### src/mfd_pkg.sv
`timescale 1ns / 1ps

package mfd_pkg;

  localparam int FRAME_W   = 56;
  localparam int COUNT_W   = 16;
  localparam int SINGLE_W  = 28;
  localparam int SPEED_W   = 35;
  localparam int CURRENT_W = 32;
  localparam int CUR_ACC_W = 33;
  localparam int TEMP_W    = 8;
  localparam int TURNS_W   = 24;
  localparam int TOTAL_W   = 49;
  localparam int COEF_W    = 17;
  localparam int CFG_IDX_W = 2;

  localparam logic [COEF_W-1:0] Q16_ONE = 17'h10000;
  localparam logic signed [COUNT_W:0] HALF_TURN = 17'sd4096;
  localparam logic [11:0] COUNT_TO_Q16_DEG = 12'd2880;
  // One turn is 360 * 65536 = 45 * 2^19 in Q16 degrees.
  localparam logic signed [6:0] TURN_DEG_MULT = 7'sd45;
  localparam int TURN_DEG_SHIFT = 19;
  localparam logic signed [TURNS_W-1:0] TURNS_MAX = 24'sh7FFFFF;
  localparam logic signed [TURNS_W-1:0] TURNS_MIN = 24'sh800000;

  typedef enum logic [CFG_IDX_W-1:0] {
    REG_SPEED_COEF   = 2'd0,
    REG_CURRENT_COEF = 2'd1
  } cfg_reg_t;

endpackage

### src/mfd_if.sv
`timescale 1ns / 1ps

interface mfd_frame_if;
  logic                              valid;
  logic                              ready;
  logic [mfd_pkg::FRAME_W-1:0]       frame_bytes;

  modport source (output valid, output frame_bytes, input ready);
  modport sink   (input valid, input frame_bytes, output ready);
endinterface

interface mfd_result_if;
  logic                                 valid;
  logic                                 ready;
  logic [mfd_pkg::COUNT_W-1:0]          encoder_count;
  logic [mfd_pkg::SINGLE_W-1:0]         single_turn_angle;
  logic signed [mfd_pkg::SPEED_W-1:0]   speed_filtered;
  logic signed [mfd_pkg::CURRENT_W-1:0] current_filtered;
  logic [mfd_pkg::TEMP_W-1:0]           temperature;
  logic signed [mfd_pkg::TURNS_W-1:0]   turn_count;
  logic signed [mfd_pkg::TOTAL_W-1:0]   absolute_angle;

  modport source (output valid, output encoder_count, output single_turn_angle,
                  output speed_filtered, output current_filtered, output temperature,
                  output turn_count, output absolute_angle, input ready);
  modport sink   (input valid, input encoder_count, input single_turn_angle,
                  input speed_filtered, input current_filtered, input temperature,
                  input turn_count, input absolute_angle, output ready);
endinterface

interface mfd_cfg_if;
  logic                              valid;
  logic                              ready;
  logic [mfd_pkg::CFG_IDX_W-1:0]     index;
  logic [mfd_pkg::COEF_W-1:0]        data;

  modport source (output valid, output index, output data, input ready);
  modport sink   (input valid, input index, input data, output ready);
endinterface

### src/motor_feedback_decoder.sv
`timescale 1ns / 1ps

// Decodes one 7-byte motor feedback frame per item arriving on frame_in and
// returns one result item on result_out: raw count, single-turn angle, smoothed
// speed and current, temperature, turn count and total angle.
// The cfg channel writes the two smoothing coefficients (index 0 speed,
// index 1 current); it is ready outside reset, and the user must write it while
// the block is idle; the block itself does not enforce this. A frame's result item
// is registered and appears in the cycle after acceptance. Throughput is one item
// per cycle while the receiver takes results, set by the single result register
// and the per-item filter and turn update. Outside reset, frame_in is ready
// whenever the result register is empty or is being taken in the same cycle, so a
// stalled receiver holds its result and stops intake after one item, and nothing
// is lost. Reset clears the turn counter, the previous count and both filter
// accumulators, and sets both coefficients to one (no smoothing).
module motor_feedback_decoder (
  input  logic               clk,
  input  logic               rst,
  mfd_frame_if.sink          frame_in,
  mfd_result_if.source       result_out,
  mfd_cfg_if.sink            cfg
);

  logic [mfd_pkg::COEF_W-1:0]             speed_coef;
  logic [mfd_pkg::COEF_W-1:0]             current_coef;
  logic [mfd_pkg::COUNT_W-1:0]            previous_count;
  logic signed [mfd_pkg::TURNS_W-1:0]     turns;
  logic signed [mfd_pkg::SPEED_W-1:0]     speed_accum;
  logic signed [mfd_pkg::CUR_ACC_W-1:0]   current_accum;
  logic                                   out_valid;

  logic                                   accept;
  logic [mfd_pkg::COUNT_W-1:0]            count;
  logic signed [15:0]                     rpm;
  logic signed [15:0]                     cur;
  logic [mfd_pkg::TEMP_W-1:0]             temp;

  logic [mfd_pkg::COEF_W-1:0]             speed_c;
  logic [mfd_pkg::COEF_W-1:0]             current_c;

  logic signed [18:0]                     rpm6;
  logic signed [35:0]                     speed_diff;
  logic signed [53:0]                     speed_prod;
  logic signed [53:0]                     speed_step;
  logic signed [mfd_pkg::SPEED_W-1:0]     speed_accum_next;

  logic signed [33:0]                     current_diff;
  logic signed [51:0]                     current_prod;
  logic signed [51:0]                     current_step;
  logic signed [mfd_pkg::CUR_ACC_W-1:0]   current_accum_next;

  logic signed [mfd_pkg::COUNT_W:0]       count_diff;
  logic signed [mfd_pkg::TURNS_W-1:0]     turns_next;
  logic [mfd_pkg::SINGLE_W-1:0]           single;
  logic signed [30:0]                     turn_deg;
  logic signed [mfd_pkg::TOTAL_W:0]       total;

  assign accept         = frame_in.valid && frame_in.ready;
  assign frame_in.ready = !rst && (!out_valid || result_out.ready);
  assign cfg.ready      = !rst;
  assign result_out.valid = out_valid;

  assign count = frame_in.frame_bytes[55:40];
  assign rpm   = frame_in.frame_bytes[39:24];
  assign cur   = frame_in.frame_bytes[23:8];
  assign temp  = frame_in.frame_bytes[7:0];

  // A coefficient above one is used as one.
  assign speed_c   = speed_coef[16]   ? mfd_pkg::Q16_ONE : speed_coef;
  assign current_c = current_coef[16] ? mfd_pkg::Q16_ONE : current_coef;

  // acc' = acc + round(c * (sample - acc) / 2^16), which equals the convex
  // blend of old and new with rounding half upwards.
  assign rpm6 = $signed({{3{rpm[15]}}, rpm}) * 19'sd6;
  assign speed_diff = $signed({rpm6[18], rpm6, 16'b0})
                    - $signed({speed_accum[mfd_pkg::SPEED_W-1], speed_accum});
  assign speed_prod = $signed({1'b0, speed_c}) * speed_diff;
  assign speed_step = (speed_prod + 54'sd32768) >>> 16;
  assign speed_accum_next = speed_accum + speed_step[mfd_pkg::SPEED_W-1:0];

  assign current_diff = $signed({{2{cur[15]}}, cur, 16'b0})
                      - $signed({current_accum[mfd_pkg::CUR_ACC_W-1], current_accum});
  assign current_prod = $signed({1'b0, current_c}) * current_diff;
  assign current_step = (current_prod + 52'sd32768) >>> 16;
  assign current_accum_next = current_accum + current_step[mfd_pkg::CUR_ACC_W-1:0];

  // A backward wrap moves the count up by more than half a turn.
  assign count_diff = $signed({1'b0, count}) - $signed({1'b0, previous_count});

  always_comb begin
    turns_next = turns;
    if (count_diff > mfd_pkg::HALF_TURN) begin
      if (turns != mfd_pkg::TURNS_MIN) begin
        turns_next = turns - 24'sd1;
      end
    end else if (count_diff < -mfd_pkg::HALF_TURN) begin
      if (turns != mfd_pkg::TURNS_MAX) begin
        turns_next = turns + 24'sd1;
      end
    end
  end

  assign single   = mfd_pkg::SINGLE_W'(count * mfd_pkg::COUNT_TO_Q16_DEG);
  assign turn_deg = turns_next * mfd_pkg::TURN_DEG_MULT;
  assign total    = ($signed({turn_deg[30], turn_deg}) <<< mfd_pkg::TURN_DEG_SHIFT)
                  + $signed({22'b0, single});

  always_ff @(posedge clk) begin
    if (rst) begin
      speed_coef     <= mfd_pkg::Q16_ONE;
      current_coef   <= mfd_pkg::Q16_ONE;
      previous_count <= '0;
      turns          <= '0;
      speed_accum    <= '0;
      current_accum  <= '0;
      out_valid      <= 1'b0;
    end else begin
      if (cfg.valid && cfg.ready) begin
        unique case (cfg.index)
          mfd_pkg::REG_SPEED_COEF:   speed_coef   <= cfg.data;
          mfd_pkg::REG_CURRENT_COEF: current_coef <= cfg.data;
          default: ;
        endcase
      end
      if (accept) begin
        previous_count <= count;
        turns          <= turns_next;
        speed_accum    <= speed_accum_next;
        current_accum  <= current_accum_next;
        out_valid      <= 1'b1;
      end else if (result_out.ready) begin
        out_valid      <= 1'b0;
      end
    end
  end

  always_ff @(posedge clk) begin
    if (accept) begin
      result_out.encoder_count     <= count;
      result_out.single_turn_angle <= single;
      result_out.speed_filtered    <= speed_accum_next;
      result_out.current_filtered  <= current_accum_next[mfd_pkg::CURRENT_W-1:0];
      result_out.temperature       <= temp;
      result_out.turn_count        <= turns_next;
      result_out.absolute_angle    <= total[mfd_pkg::TOTAL_W-1:0];
    end
  end

endmodule

### src/flat_wrapper.sv
// flat-port wrapper written by rule: the top's interface ports become plain ports
module motor_feedback_decoder_flat 
  (clk, rst, frame_in_valid, frame_in_frame_bytes, frame_in_ready, result_out_valid, result_out_encoder_count, result_out_single_turn_angle, result_out_speed_filtered, result_out_current_filtered, result_out_temperature, result_out_turn_count, result_out_absolute_angle, result_out_ready, cfg_valid, cfg_index, cfg_data, cfg_ready);
  mfd_frame_if frame_in_i ();
  mfd_result_if result_out_i ();
  mfd_cfg_if cfg_i ();
  input  logic clk;
  input  logic rst;
  input wire logic [$bits(frame_in_i.valid)-1:0] frame_in_valid;
  input wire logic [$bits(frame_in_i.frame_bytes)-1:0] frame_in_frame_bytes;
  output wire logic [$bits(frame_in_i.ready)-1:0] frame_in_ready;
  output wire logic [$bits(result_out_i.valid)-1:0] result_out_valid;
  output wire logic [$bits(result_out_i.encoder_count)-1:0] result_out_encoder_count;
  output wire logic [$bits(result_out_i.single_turn_angle)-1:0] result_out_single_turn_angle;
  output wire logic [$bits(result_out_i.speed_filtered)-1:0] result_out_speed_filtered;
  output wire logic [$bits(result_out_i.current_filtered)-1:0] result_out_current_filtered;
  output wire logic [$bits(result_out_i.temperature)-1:0] result_out_temperature;
  output wire logic [$bits(result_out_i.turn_count)-1:0] result_out_turn_count;
  output wire logic [$bits(result_out_i.absolute_angle)-1:0] result_out_absolute_angle;
  input wire logic [$bits(result_out_i.ready)-1:0] result_out_ready;
  input wire logic [$bits(cfg_i.valid)-1:0] cfg_valid;
  input wire logic [$bits(cfg_i.index)-1:0] cfg_index;
  input wire logic [$bits(cfg_i.data)-1:0] cfg_data;
  output wire logic [$bits(cfg_i.ready)-1:0] cfg_ready;
  assign frame_in_i.valid = frame_in_valid;
  assign frame_in_i.frame_bytes = frame_in_frame_bytes;
  assign frame_in_ready = frame_in_i.ready;
  assign result_out_valid = result_out_i.valid;
  assign result_out_encoder_count = result_out_i.encoder_count;
  assign result_out_single_turn_angle = result_out_i.single_turn_angle;
  assign result_out_speed_filtered = result_out_i.speed_filtered;
  assign result_out_current_filtered = result_out_i.current_filtered;
  assign result_out_temperature = result_out_i.temperature;
  assign result_out_turn_count = result_out_i.turn_count;
  assign result_out_absolute_angle = result_out_i.absolute_angle;
  assign result_out_i.ready = result_out_ready;
  assign cfg_i.valid = cfg_valid;
  assign cfg_i.index = cfg_index;
  assign cfg_i.data = cfg_data;
  assign cfg_ready = cfg_i.ready;
  motor_feedback_decoder u_core (.clk(clk), .rst(rst), .frame_in(frame_in_i), .result_out(result_out_i), .cfg(cfg_i));
endmodule
### config.mk
export PLATFORM = sky130hd
export DESIGN_NAME = motor_feedback_decoder_flat
export DESIGN_NICKNAME = d
export VERILOG_FILES = /design/src/mfd_pkg.sv /design/src/mfd_if.sv /design/src/motor_feedback_decoder.sv /design/src/flat_wrapper.sv
export SDC_FILE = /design/constraint.sdc
export NUM_CORES = 2
export LEC_CHECK = 0
export BUFFER_PORTS_ARGS = -buffer_cell sky130_fd_sc_hd__buf_2
export CORE_UTILIZATION = 50
export DETAILED_ROUTE_END_ITERATION = 7
export PLACE_DENSITY = 0.64
export SYNTH_ARGS = -nofsm -noshare
export SYNTH_HDL_FRONTEND = slang
export SYNTH_SLANG_ARGS = --single-unit
### constraint.sdc
create_clock -name clk -period 32.5 [get_ports clk]
set_clock_uncertainty 0.15 [all_clocks]
set_input_delay 4.875 -clock clk [delete_from_list [all_inputs] [get_ports clk]]
set_output_delay 4.875 -clock clk [all_outputs]
set_load 0.02 [all_outputs]
==> reports/results.ini <==
[global_route]
grt_usage_pct=27.4
grt_max_degree=169
grt_antenna_before_repair=5
overflow=0
first_global_vias=49447
grt_pass1_wl_mm=271

[critical_path]
critPathTopFamily=compound AO/OA/AOI/OAI gates
worstPathMaxFanout=9
critPathBufInv=6
cpPeakStageDelay_ps=780
cp.arrival_ps=18350
startpoint_type=input pin
worstSetupEndpointType=register
crit_type=in2reg
crit_required_ps=32680
cp_slowest_cell=xnor2_1
reg2reg_slack_ps=19590

[yosys]
synth-xor-area-share_pct=5.33
synth.avg_cell_area_sq_um=8.86
synth_edf_count=165
synth_top_family_by_area=adder cells
ys.flop_type=edfxtp_1
netlist_instances=7025
synth_compound_area_share_pct=7.44
yosysWarnings=0
synth_top_area_share_pct=37.2
yosys.area_share.simple_pct=14.8
synthAdderAreaFrac_pct=48.9
synth_top_area_cell=fa_1
synth_area_sq_um=62200
synth_area_leaders=fa_1 (37%), ha_1 (12%), inv_1 (9.0%)
ys_types=108
ys_async_sr_fraction_pct=0
synth.area.mux_share_pct=0.113
synth-seq-area-share_pct=12.6
ys_ff_latch=308

[power]
swShare_pct=56.1
power_switching_w=0.00366
p_leak_nw=31.4
seqPwrFrac_pct=11.8
pwr-share-comb_pct=81.5
vdd_drop_max_v=0.000279
clkPwrFrac_pct=6.8
p_per_area_nw_per_um2=97.7
p_int_w=0.00286

[die]
coreArea_sq_um=124000
die-area_sq_um=126000
start_util_pct=50.3
rows=129
io_pins=275
die_x_microns=355
die_h_microns=355

[sta]
maxSlewViolCount=0
worst_pin_slew_ps=1240
max-slew-margin-rel_pct=16.8
hold_violations=0
period_share_pct=55.9
clock.fmax_mhz=55.1
period_minus_slack_ps=18160
rsz0062_at_grt=false
setup-tns-final_ps=0
setup_viol=0

[cts]
post_cts_resize_count=0
clk_pin_slew_ps=60
insertion_delay_ps=620
cts_tree=yes
cts_setup_buffers=0
cts.path.max_buffers=3
cts_buffers=37
postCtsHoldBufs=0
htree_levels=2
clkSinkCount=308
root_buffer=clkbuf_16

[finish]
finalCoreUtilization_pct=53.9
multi_input_area_sq_um=47800
final_cell_mix=inv_1 (1484), fa_1 (1155), nand2_1 (1066)
final_common_cell=inv_1
fill_cells=11650
register_area_sq_um=7820
drive_above_1_share_pct=7.21
nets=8987
synthToLayoutAreaGrowth_pct=7.15

[drt]
first_pass_iters=5
dr_total_vias=47250
drc=0
antenna_left=0
viasPerCell=5.35
drt_first_iter_violations=2997
drt-total-wl_mm=167
wl_per_cell_microns=18.9

[place]
port_buffers=262
hpwl_mm=136
place_congestion=0.930

[run_status]
outcome=completed

[job]
max-cap-violations=0

[min_path]
hold_path.class=reg2reg

==> layout make-up <==
class,count,area share (%)
antenna,5,0.0188
clock buffer,42,1.45
clock inverter,25,0.460
inverter,1486,8.37
multi-input combinational,4966,71.7
sequential,308,11.7
tap,1637,3.07
timing repair buffer,371,3.22
==> worst paths after layout <==
check / from / end / cells after the start
worst max-delay path: frame_in_frame_bytes[25] / u_core.result_out.speed_filtered[34] / 54
worst min-delay path: u_core.previous_count[2] / u_core.previous_count[2] / 2
worst max register to register: u_core.speed_accum[0] / u_core.speed_accum[33] / 42
worst min register to register: u_core.previous_count[2] / u_core.previous_count[2] / 2
==> worst reg2reg max path: cells and delay by family, from the launching register on <==
family / cells / cell delay (ps)
compound gates: 17 / 4200
buf+inv: 5 / 810
flops: 1 / 690
xor+xnor: 3 / 1310
fa+ha+maj: 9 / 4150
simple gates: 8 / 1560
==> per-layer routing <==
layer	up-vias	track usage, %	share of wire, %
li1	21727	-	-
met1	23720	38.8	44
met2	1538	44.0	46
met3	261	4.16	7.2
met4	4	7.19	3.0
met5	-	0	0.0090
==> cell families after synthesis <==
logic type | count (synthesis)
adder cells (fa/ha/maj) | 1737
AO/OA/AOI/OAI | 720
other | 1
AND/OR/NAND/NOR | 2117
multiplexers | 7
flip-flops | 308
buffers and inverters | 1762
XOR/XNOR | 373
==> Yosys cell counts, types with 14 or more instances <==
library cell,instances
a31oi_1,19
buf_4,27
inv_1,1484
nand3_1,48
or2_2,14
o21bai_1,29
nand4_1,23
clkbuf_1,229
a21boi_0,14
xnor2_1,243
or3_1,19
dfxtp_1,143
fa_1,1155
o21ai_0,102
o21a_1,40
nor3_1,64
nand2_1,1067
and3_1,37
nand2b_1,47
xor2_1,127
nor2b_1,80
and2_1,123
a21oi_1,297
ha_1,582
a211oi_1,14
edfxtp_1,165
nor2_1,540
a21o_1,80
==> power by group through the flow <==
stage                     Clock (W)  Combinational, W  Sequential [W]
final                      0.000441           0.00531        0.000766
after global routing       0.000464           0.00586        0.000778
after CTS                  0.000452           0.00528        0.000765
after detailed placement          0           0.00520        0.000769
after global placement            0           0.00516        0.000771
after floorplan                   0           0.00359        0.000820
==> registers in the layout (all words and copies together) (netlist names) <==
signal,flops
u_core.result_out.valid,1
u_core.result_out.encoder_count,16
u_core.turns,24
u_core.result_out.turn_count,24
u_core.result_out.current_filtered,32
u_core.speed_coef,17
u_core.result_out.single_turn_angle,20
u_core.speed_accum,35
u_core.result_out.speed_filtered,35
u_core.result_out.absolute_angle,30
u_core.previous_count,16
u_core.result_out.temperature,8
u_core.current_coef,17
u_core.current_accum,33
==> metrics by stage <==
step / power (W) / setup slack, ps / instances / hold WS, ps / cell area [sq um]
final: 0.00651 / 14340 / 8840 / 302 / 66700
after floorplan: 0.00441 / 15760 / 7036 / 279 / 62300
after global placement: 0.00593 / 14350 / 8768 / 289 / 65400
after global routing: 0.00710 / 13560 / 8835 / 322 / 66700
after CTS: 0.00650 / 14530 / 8835 / 300 / 66700
after detailed placement: 0.00597 / 14000 / 8768 / 292 / 65400
Note: power is estimated with default switching activity, not from simulation.
